--- src/cbtm_pkg.sv ---
// Shared types and constants of the channel busy-time monitor.
`default_nettype none
package cbtm_pkg;
	localparam int MAX_SLOTS = 16;
	localparam int DEF_NUM_CHANNELS = 16;

	typedef enum logic [2:0] {
		REQ_CREATE = 3'd0,
		REQ_DELETE = 3'd1,
		REQ_START  = 3'd2,
		REQ_END    = 3'd3,
		REQ_REPORT = 3'd4
	} req_code_t;

	typedef enum logic [1:0] {
		KIND_CREATED = 2'd0,
		KIND_FULL    = 2'd1,
		KIND_ROW     = 2'd2
	} kind_t;

	// One table entry as held in the channel memory.
	typedef struct packed {
		logic [31:0] busy;
		logic [31:0] mark;
		logic [31:0] events;
	} entry_t;
endpackage
`default_nettype wire

--- src/cbtm_if.sv ---
// Valid/ready channels for requests and results of the monitor.
`default_nettype none
interface cbtm_req_if;
	logic        valid;
	logic        ready;
	logic [2:0]  req_type;
	logic [3:0]  channel;
	logic [31:0] timestamp;
	modport source (output valid, req_type, channel, timestamp, input ready);
	modport sink (input valid, req_type, channel, timestamp, output ready);
endinterface

interface cbtm_rsp_if;
	logic        valid;
	logic        ready;
	logic [1:0]  kind;
	logic [3:0]  slot;
	logic [15:0] utilization;
	logic [31:0] avg_busy;
	logic [31:0] event_count;
	logic        last;
	modport source (output valid, kind, slot, utilization, avg_busy, event_count, last,
		input ready);
	modport sink (input valid, kind, slot, utilization, avg_busy, event_count, last,
		output ready);
endinterface
`default_nettype wire

--- src/cbtm_ram.sv ---
// Generic single-write, single-read RAM with a registered read port.
`default_nettype none
module cbtm_ram #(
	parameter int WIDTH = 8,
	parameter int DEPTH = 16,
	parameter int AW = (DEPTH > 1) ? $clog2(DEPTH) : 1
) (
	input  wire logic             clk,
	input  wire logic             we,
	input  wire logic [AW-1:0]    waddr,
	input  wire logic [WIDTH-1:0] wdata,
	input  wire logic             re,
	input  wire logic [AW-1:0]    raddr,
	output logic [WIDTH-1:0]      rdata
);
	logic [WIDTH-1:0] mem [DEPTH];

	// Write port and registered read port.
	always_ff @(posedge clk) begin
		if (we) begin
			mem[waddr] <= wdata;
		end
		if (re) begin
			rdata <= mem[raddr];
		end
	end
endmodule
`default_nettype wire

--- src/channel_busy_time_monitor.sv ---
// Top level of the channel busy-time monitor.
//
// Channel | Direction | Transaction carries
// req     | in        | req_type, channel, timestamp
// rsp     | out       | kind, slot, utilization, avg_busy, event_count, last
//
// Delete and unknown requests finish in the idle state; create goes on to emit, start and end to a modify state.
// A report scans every slot in turn and then closes the period; each used slot is
// loaded, runs through the shared bit-serial divider when needed (16 utilization bits,
// 32 average bits) and is emitted.
// Totals live in one memory; valid bits for the slots are cleared by reset at once.
// A result waits in the output register while the sequencer stalls for it.
`default_nettype none
module channel_busy_time_monitor #(
	parameter int NUM_CHANNELS = cbtm_pkg::DEF_NUM_CHANNELS
) (
	input  wire logic   clk,
	input  wire logic   arst_n,
	cbtm_req_if.sink    req,
	cbtm_rsp_if.source  rsp
);
	import cbtm_pkg::*;

	localparam int NSLOT = (NUM_CHANNELS < MAX_SLOTS) ? NUM_CHANNELS : MAX_SLOTS;
	localparam int AW = (NSLOT > 1) ? $clog2(NSLOT) : 1;
	localparam int IW = AW + 1;
	localparam int EW = $bits(entry_t);

	typedef enum logic [6:0] {
		ST_IDLE = 7'b0000001,
		ST_MOD  = 7'b0000010,
		ST_SCAN = 7'b0000100,
		ST_LOAD = 7'b0001000,
		ST_DIVU = 7'b0010000,
		ST_DIVA = 7'b0100000,
		ST_EMIT = 7'b1000000
	} state_t;

	state_t          state_q;
	logic [NSLOT-1:0] used_q;
	logic [31:0]     period_start_q;
	logic [31:0]     period_q;
	logic [31:0]     ts_q;
	logic [AW-1:0]   ch_q;
	logic            is_end_q;
	logic            rpt_q;
	logic [IW-1:0]   idx_q;
	logic [31:0]     busy_q;
	logic [31:0]     ev_q;
	logic [15:0]     util_q;
	logic [31:0]     avg_q;
	kind_t           kind_q;
	logic [3:0]      slot_q;
	logic            last_q;
	logic [31:0]     div_rem_q;
	logic [31:0]     div_quo_q;
	logic [31:0]     div_den_q;
	logic [5:0]      cnt_q;
	logic            out_valid_q;

	logic            accept;
	logic            addr_ok;
	logic            free_found;
	logic [AW-1:0]   free_idx;
	logic            more_used;
	logic            ram_we;
	logic [AW-1:0]   ram_waddr;
	entry_t          ram_wdata;
	logic            ram_re;
	logic [AW-1:0]   ram_raddr;
	logic [EW-1:0]   ram_rdata;
	entry_t          rd;
	logic [32:0]     sum;
	logic [32:0]     div_r2;
	logic            div_ge;
	logic [31:0]     div_rem_nx;
	logic [31:0]     div_quo_nx;
	logic            emit_go;

	assign rd = entry_t'(ram_rdata);
	assign accept = req.valid && req.ready;
	assign req.ready = (state_q == ST_IDLE);
	assign addr_ok = ({28'd0, req.channel} < 32'(NSLOT)) && used_q[req.channel[AW-1:0]];
	assign emit_go = (state_q == ST_EMIT) && (!out_valid_q || rsp.ready);

	// Lowest free slot for a create.
	always_comb begin
		free_found = 1'b0;
		free_idx = '0;
		for (int i = NSLOT - 1; i >= 0; i--) begin
			if (!used_q[i]) begin
				free_found = 1'b1;
				free_idx = AW'(i);
			end
		end
	end

	// Whether a used slot follows the current report slot.
	always_comb begin
		more_used = 1'b0;
		for (int i = 0; i < NSLOT; i++) begin
			if ((IW'(i) > idx_q) && used_q[i]) begin
				more_used = 1'b1;
			end
		end
	end

	// Saturating busy total for an end-busy transaction.
	assign sum = {1'b0, rd.busy} + {1'b0, ts_q - rd.mark};

	// One restoring step of the shared divider.
	assign div_r2 = {div_rem_q, div_quo_q[31]};
	assign div_ge = (div_r2 >= {1'b0, div_den_q});
	assign div_rem_nx = div_ge ? 32'(div_r2 - {1'b0, div_den_q}) : div_r2[31:0];
	assign div_quo_nx = {div_quo_q[30:0], div_ge};

	// Memory access control.
	always_comb begin
		ram_we = 1'b0;
		ram_waddr = '0;
		ram_wdata = '0;
		ram_re = 1'b0;
		ram_raddr = '0;
		case (state_q)
			ST_IDLE: begin
				if (accept) begin
					case (req.req_type)
						REQ_CREATE: begin
							ram_we = free_found;
							ram_waddr = free_idx;
							ram_wdata = '{busy: 32'd0, mark: period_start_q, events: 32'd0};
						end
						REQ_START, REQ_END: begin
							ram_re = addr_ok;
							ram_raddr = req.channel[AW-1:0];
						end
						default: begin
						end
					endcase
				end
			end
			ST_MOD: begin
				ram_we = 1'b1;
				ram_waddr = ch_q;
				if (is_end_q) begin
					ram_wdata.busy = sum[32] ? '1 : sum[31:0];
					ram_wdata.events = (rd.events == '1) ? rd.events : rd.events + 32'd1;
				end else begin
					ram_wdata.busy = rd.busy;
					ram_wdata.events = rd.events;
				end
				ram_wdata.mark = ts_q;
			end
			ST_SCAN: begin
				ram_re = (idx_q < IW'(NSLOT)) && used_q[idx_q[AW-1:0]];
				ram_raddr = idx_q[AW-1:0];
			end
			ST_LOAD: begin
				ram_we = 1'b1;
				ram_waddr = idx_q[AW-1:0];
				ram_wdata = '{busy: 32'd0, mark: ts_q, events: 32'd0};
			end
			default: begin
			end
		endcase
	end

	cbtm_ram #(.WIDTH(EW), .DEPTH(NSLOT), .AW(AW)) u_ram (
		.clk   (clk),
		.we    (ram_we),
		.waddr (ram_waddr),
		.wdata (ram_wdata),
		.re    (ram_re),
		.raddr (ram_raddr),
		.rdata (ram_rdata)
	);

	// Sequencer, divider and output register.
	always_ff @(posedge clk or negedge arst_n) begin
		if (!arst_n) begin
			state_q <= ST_IDLE;
			used_q <= '0;
			period_start_q <= '0;
			out_valid_q <= 1'b0;
			idx_q <= '0;
			cnt_q <= '0;
			rpt_q <= 1'b0;
		end else begin
			// The output register fills on an emit and empties when taken.
			if (emit_go) begin
				out_valid_q <= 1'b1;
			end else if (rsp.ready) begin
				out_valid_q <= 1'b0;
			end
			case (state_q)
				ST_IDLE: begin
					if (accept) begin
						case (req.req_type)
							REQ_CREATE: begin
								if (free_found) begin
									used_q[free_idx] <= 1'b1;
									kind_q <= KIND_CREATED;
									slot_q <= 4'(free_idx);
								end else begin
									kind_q <= KIND_FULL;
									slot_q <= '0;
								end
								util_q <= '0;
								avg_q <= '0;
								ev_q <= '0;
								last_q <= 1'b0;
								rpt_q <= 1'b0;
								state_q <= ST_EMIT;
							end
							REQ_DELETE: begin
								if (addr_ok) begin
									used_q[req.channel[AW-1:0]] <= 1'b0;
								end
							end
							REQ_START, REQ_END: begin
								if (addr_ok) begin
									ch_q <= req.channel[AW-1:0];
									ts_q <= req.timestamp;
									is_end_q <= (req.req_type == REQ_END);
									state_q <= ST_MOD;
								end
							end
							REQ_REPORT: begin
								ts_q <= req.timestamp;
								period_q <= req.timestamp - period_start_q;
								idx_q <= '0;
								state_q <= ST_SCAN;
							end
							default: begin
							end
						endcase
					end
				end
				ST_MOD: begin
					state_q <= ST_IDLE;
				end
				ST_SCAN: begin
					if (idx_q >= IW'(NSLOT)) begin
						period_start_q <= ts_q;
						state_q <= ST_IDLE;
					end else if (used_q[idx_q[AW-1:0]]) begin
						state_q <= ST_LOAD;
					end else begin
						idx_q <= idx_q + IW'(1);
					end
				end
				ST_LOAD: begin
					busy_q <= rd.busy;
					ev_q <= rd.events;
					kind_q <= KIND_ROW;
					slot_q <= 4'(idx_q);
					last_q <= !more_used;
					rpt_q <= 1'b1;
					if ((period_q != '0) && (rd.busy < period_q)) begin
						div_rem_q <= rd.busy;
						div_quo_q <= '0;
						div_den_q <= period_q;
						cnt_q <= 6'd16;
						state_q <= ST_DIVU;
					end else begin
						util_q <= (rd.busy != '0) ? '1 : '0;
						if (rd.events == '0) begin
							avg_q <= '0;
							state_q <= ST_EMIT;
						end else begin
							div_rem_q <= '0;
							div_quo_q <= rd.busy;
							div_den_q <= rd.events;
							cnt_q <= 6'd32;
							state_q <= ST_DIVA;
						end
					end
				end
				ST_DIVU: begin
					if (cnt_q == 6'd1) begin
						util_q <= div_quo_nx[15:0];
						if (ev_q == '0) begin
							avg_q <= '0;
							state_q <= ST_EMIT;
						end else begin
							div_rem_q <= '0;
							div_quo_q <= busy_q;
							div_den_q <= ev_q;
							cnt_q <= 6'd32;
							state_q <= ST_DIVA;
						end
					end else begin
						div_rem_q <= div_rem_nx;
						div_quo_q <= div_quo_nx;
						cnt_q <= cnt_q - 6'd1;
					end
				end
				ST_DIVA: begin
					div_rem_q <= div_rem_nx;
					div_quo_q <= div_quo_nx;
					cnt_q <= cnt_q - 6'd1;
					if (cnt_q == 6'd1) begin
						avg_q <= div_quo_nx;
						state_q <= ST_EMIT;
					end
				end
				ST_EMIT: begin
					if (emit_go) begin
						rsp.kind <= kind_q;
						rsp.slot <= slot_q;
						rsp.utilization <= util_q;
						rsp.avg_busy <= avg_q;
						rsp.event_count <= ev_q;
						rsp.last <= last_q;
						if (rpt_q) begin
							idx_q <= idx_q + IW'(1);
							state_q <= ST_SCAN;
						end else begin
							state_q <= ST_IDLE;
						end
					end
				end
				default: begin
					state_q <= ST_IDLE;
				end
			endcase
		end
	end

	assign rsp.valid = out_valid_q;

`ifndef SYNTHESIS
	// The divider count never exceeds a full average division.
	a_cnt_range: assert property (@(posedge clk) disable iff (!arst_n)
		cnt_q <= 6'd32) else $error("divider count out of range");

	// The partial remainder stays below the divisor while dividing.
	a_rem_bound: assert property (@(posedge clk) disable iff (!arst_n)
		((state_q == ST_DIVU) || (state_q == ST_DIVA)) |-> (div_rem_q < div_den_q))
		else $error("divider remainder not below divisor");

	// The slot table does not change during a report sweep.
	a_used_stable: assert property (@(posedge clk) disable iff (!arst_n)
		((state_q == ST_SCAN) || (state_q == ST_LOAD) || (state_q == ST_DIVU)
			|| (state_q == ST_DIVA) || (state_q == ST_EMIT && rpt_q)) |=> $stable(used_q))
		else $error("slot table changed during report");
`endif
endmodule
`default_nettype wire

--- src/flat_wrapper.sv ---
// flat-port wrapper written by rule: the top's interface ports become plain ports
module channel_busy_time_monitor_flat import cbtm_pkg::*;
#(
	parameter int NUM_CHANNELS = cbtm_pkg::DEF_NUM_CHANNELS
)
  (clk, arst_n, req_valid, req_req_type, req_channel, req_timestamp, req_ready, rsp_valid, rsp_kind, rsp_slot, rsp_utilization, rsp_avg_busy, rsp_event_count, rsp_last, rsp_ready);
  cbtm_req_if req_i ();
  cbtm_rsp_if rsp_i ();
  input  wire logic clk;
  input  wire logic arst_n;
  input wire logic [$bits(req_i.valid)-1:0] req_valid;
  input wire logic [$bits(req_i.req_type)-1:0] req_req_type;
  input wire logic [$bits(req_i.channel)-1:0] req_channel;
  input wire logic [$bits(req_i.timestamp)-1:0] req_timestamp;
  output wire logic [$bits(req_i.ready)-1:0] req_ready;
  output wire logic [$bits(rsp_i.valid)-1:0] rsp_valid;
  output wire logic [$bits(rsp_i.kind)-1:0] rsp_kind;
  output wire logic [$bits(rsp_i.slot)-1:0] rsp_slot;
  output wire logic [$bits(rsp_i.utilization)-1:0] rsp_utilization;
  output wire logic [$bits(rsp_i.avg_busy)-1:0] rsp_avg_busy;
  output wire logic [$bits(rsp_i.event_count)-1:0] rsp_event_count;
  output wire logic [$bits(rsp_i.last)-1:0] rsp_last;
  input wire logic [$bits(rsp_i.ready)-1:0] rsp_ready;
  assign req_i.valid = req_valid;
  assign req_i.req_type = req_req_type;
  assign req_i.channel = req_channel;
  assign req_i.timestamp = req_timestamp;
  assign req_ready = req_i.ready;
  assign rsp_valid = rsp_i.valid;
  assign rsp_kind = rsp_i.kind;
  assign rsp_slot = rsp_i.slot;
  assign rsp_utilization = rsp_i.utilization;
  assign rsp_avg_busy = rsp_i.avg_busy;
  assign rsp_event_count = rsp_i.event_count;
  assign rsp_last = rsp_i.last;
  assign rsp_i.ready = rsp_ready;
  channel_busy_time_monitor #(.NUM_CHANNELS(NUM_CHANNELS)) u_core (.clk(clk), .arst_n(arst_n), .req(req_i), .rsp(rsp_i));
endmodule
--- config.mk ---
export PLATFORM = sky130hd
export DESIGN_NAME = channel_busy_time_monitor_flat
export DESIGN_NICKNAME = d
export VERILOG_FILES = /design/src/cbtm_pkg.sv /design/src/cbtm_if.sv /design/src/cbtm_ram.sv /design/src/channel_busy_time_monitor.sv /design/src/flat_wrapper.sv
export SDC_FILE = /design/constraint.sdc
export NUM_CORES = 2
export LEC_CHECK = 0
export BUFFER_PORTS_ARGS = -buffer_cell sky130_fd_sc_hd__buf_2
export CAP_MARGIN = 20
export CORE_MARGIN = 3
export CORE_UTILIZATION = 45
export DETAILED_ROUTE_END_ITERATION = 6
export RECOVER_POWER = 25
export SKIP_LAST_GASP = 1
export SLEW_MARGIN = 5
export SYNTH_ARGS = -nofsm -noshare
export SYNTH_HDL_FRONTEND = slang
export SYNTH_HIERARCHICAL = 1
export SYNTH_SLANG_ARGS = --single-unit
export TNS_END_PERCENT = 30
--- constraint.sdc ---
create_clock -name clk -period 22.6 [get_ports clk]
set_input_delay 3.39 -clock clk [delete_from_list [all_inputs] [get_ports clk]]
set_output_delay 3.39 -clock clk [all_outputs]
set_load 0.1 [all_outputs]
==> run_results.csv <==
group,metric,value,unit
setup_path,cp_num_buf_inv,3,
floorplanning,fp.dieH,445,um
global_routing,use_met1,34.2,%
clocking,cts_buffer_depth,3,
global_routing,grt_max_degree,136,
setup_path,worstSetupEndpoint,"u_core/ts_q[17]$_DFFE_PP_",
yosys,synthFlopType,"edfxtp_1",
yosys,synth-edff-count,2003,
setup_path,crit_path_end_kind,"flip-flop",
sta,fmax,119,MHz
yosys,synth_seq_cells,2071,
place,io_buffers,131,
global_routing,busiest_layer,"met2",
route,drt_pass1_iterations,7,
power_and_ir_drop,p_leak,0.0339,uW
yosys,yosysMostFrequentCell,"edfxtp_1",
power_and_ir_drop,power_density,81.9,mW/mm^2
cells_and_area,seq_area,0.0619,mm^2
clocking,cts_buffers,205,
setup_path,crit_slowest_cell,"clkbuf_1",
route,drcViolationCount,0,
global_routing,use_met2,37.0,%
setup_path,crit_fanout,43,
cells_and_area,n_fill_cell,15500,
sta,hold_ws,0.399,ns
route,drtIter0Drc,5979,
cells_and_area,multi_input_area,0.0232,mm^2
global_routing,grt_overflow,0,
yosys,yosysWarnings,6,
power_and_ir_drop,peakVddDrop,85.4,uV
sta,setup_viol,0,
floorplanning,die_w,445,um
floorplanning,rows,160,
clocking,cts_tree,"yes",
floorplanning,die-area,0.198,mm^2
cells_and_area,nets,5540,
yosys,syn_nets,5243,
setup_path,cp.depth,5,
sta,period_share,37.1,%
global_routing,grt_pass1_vias,48000,
clocking,insertion_delay,0.86,ns
sta,tns,0,ns
outcome,violations,"capacitance limit, slew limit",
sta,hold_viol,0,
route,vias,48700,
min_path,hp-class,"flip-flop to flip-flop",
clocking,root_buffer,"clkbuf_16",
setup_path,crit_path_start_kind,"primary input",
global_routing,met3_usage,3.61,%
setup_path,critical-path-top-delay-family,"buffers and inverters",
setup_path,path_cells,"clkbuf_1, clkbuf_1, and2_1, buf_4, or2_2",
job,max-cap-violations,19,
sta,worstMarginPinSlew,2.71,ns
yosys,ys_seq_area_share,71.2,%
yosys,synth_top_area_cell,"edfxtp_1",
clocking,cts_sinks,2071,
route,wl_per_cell,29.5,um
setup_path,startpoint,"arst_n",
sta,drv_slew,456,
clocking,htree_levels,4,
yosys,ys_top_cells_by_area,"edfxtp_1 (69%), mux4_2 (10%), ha_1 (2.4%), dfrtp_1 (1.9%), a22oi_1 (1.7%)",
route,drt_wl_total,236,mm
floorplanning,core-area,0.191,mm^2
clocking,ctsHoldBuffers,0,
yosys,ys_top_cells_by_count,"edfxtp_1 (2003), mux4_2 (394), nand2_1 (320)",
setup_path,critical_path.max_stage_delay,1.94,ns
clocking,post-cts-setup-buffer-count,0,
route,viasPerCell,6.08,
place,gp_congestion,0.894,
sta,slew_headroom,-80.6,%
setup_path,arrival,8.81,ns
setup_path,r2r.worst_path.cells,11,
setup_path,reg2reg_from,"u_core/state_q[4]$_DFFE_PN0P_",
sta,skew,0.0632,ns
cells_and_area,area_growth,12.2,%
setup_path,cp_common_cell,"clkbuf_1",
yosys,yosysTopAreaCellShare,69.3,%
yosys,synthCells,5029,
cells_and_area,drive_above_1_share,17.9,%
yosys,synthArstFlopShare,3.28,%
setup_path,rrSetupSlack,15.45,ns
setup_path,critPathKind,"primary input to flip-flop",
clocking,clk_pin_slew_worst_paths,0.06,ns
global_routing,grt_pass1_wl,341,mm
floorplanning,pin_count,132,
place,hpwl,140,mm
yosys,yosysUniqueCellTypes,100,
yosys,syn_avg_cell_area,17.3,um^2
sta,timing.final.crit_period,8.39,ns
sta,rsz0062_at_grt,"no",
route,drtAntennaViolNets,0,
global_routing,antenna_found_initial,13,
clocking,ctsResizeCount,0,
yosys,syn-cell-area,0.0868,mm^2
setup_path,critPathRequiredTime,23.02,ns
outcome,status,"complete, but fails checks",
global_routing,grt_util_all_layers,23.7,%
setup_path,worstReg2RegEnd,"u_core/u_ram/mem[11][80]$_DFFE_PP_",
floorplanning,start_util,45.5,%
logic make-up after synthesis:
| kind of cell | after synthesis | synth area share, % |
|---|---|---|
| xor+xnor | 136 | 1.37 |
| buf+inv | 438 | 2.21 |
| simple gates | 856 | 4.85 |
| mux | 467 | 11.1 |
| fa+ha+maj | 171 | 2.50 |
| flops | 2071 | 71.2 |
| compound gates | 890 | 6.72 |
through the flow:
step | utilization, % | setup WS, ns | total power (uW) | std cells | instance area, um^2
global route | 51.0 | 13.55 | 8260 | 8010 | 97400
global placement | 47.6 | 13.57 | 4740 | 7609 | 91000
finish | 51.0 | 14.21 | 7980 | 8013 | 97400
detailed placement | 47.6 | 13.50 | 4740 | 7609 | 91000
floorplan | - | 10.51 | 4640 | 5029 | 86800
CTS | 51.1 | 14.43 | 8040 | 7988 | 97600
routing by layer:
layer / part of all wire, % / vias to the layer above / wire (um)
met1: 42 / 25400 / 98400
li1: - / 20700 / -
met2: 47 / 2177 / 110000
met4: 3.8 / 0 / 8980
met3: 8.0 / 393 / 18900
met5: 0 / - / 0
sequential cells by signal (all words and copies together) (netlist names), 4 cells and up:
signal	cells
u_core/period_start_q	32
u_core/u_ram/rdata	96
u_core/div_quo_q	32
u_core/rsp.slot	4
u_core/ts_q	32
u_core/avg_q	32
u_core/rsp.utilization	16
u_core/period_q	32
u_core/busy_q	32
u_core/rsp.event_count	32
u_core/cnt_q	6
u_core/div_den_q	32
u_core/ch_q	4
u_core/u_ram/mem	1536
u_core/util_q	16
u_core/ev_q	32
u_core/used_q	16
u_core/state_q	7
u_core/slot_q	4
u_core/rsp.avg_busy	32
u_core/div_rem_q	32
u_core/idx_q	5
final cells by class:
class	count	share of cell area, %
timing repair buffer	307	1.83
clock inverter	116	1.16
antenna	4	0.0103
tap	2511	3.22
multi-input combinational	2520	23.8
clock buffer	263	5.59
sequential	2071	63.5
inverter	221	0.857
power by group:
part           total, uW  switching, uW  internal (uW)  leakage [uW]
combinational        431            256            175       0.00980
sequential          4230           21.7           4210        0.0209
clock               3320           1450           1870       0.00319
total               7980           1730           6260        0.0339
how the worst min path moves through the flow:
stage	start	endpoint	slack, ns	cells after the start
final	u_core/util_q[13]$_DFFE_PP_	u_core/rsp.utilization[13]$_DFFE_PP_	0.40	0
after global routing	u_core/util_q[13]$_DFFE_PP_	u_core/rsp.utilization[13]$_DFFE_PP_	0.40	0
after CTS	u_core/util_q[13]$_DFFE_PP_	u_core/rsp.utilization[13]$_DFFE_PP_	0.39	0
after detailed placement	u_core/avg_q[27]$_SDFFCE_PN0P_	u_core/rsp.avg_busy[27]$_DFFE_PP_	0.40	0
after global placement	u_core/kind_q[1]$_SDFFCE_PP1P_	u_core/rsp.kind[1]$_DFFE_PP_	0.40	0
after floorplan	u_core/avg_q[0]$_SDFFCE_PN0P_	u_core/rsp.avg_busy[0]$_DFFE_PP_	0.40	0
placed cells by master, fill, tap and decap left out, types with 141 or more instances in the layout:
cell type  synthesis  routed
clkbuf_16          0     209
nand2_1          320     320
o21ai_0          210     226
nor2_1           156     141
edfxtp_1        2003    2003
a21oi_1          185     177
ha_1             167     167
mux4_2           394     394
inv_1            218     218
a22oi_1          198     198
Note: power is estimated with default switching activity, not from simulation.
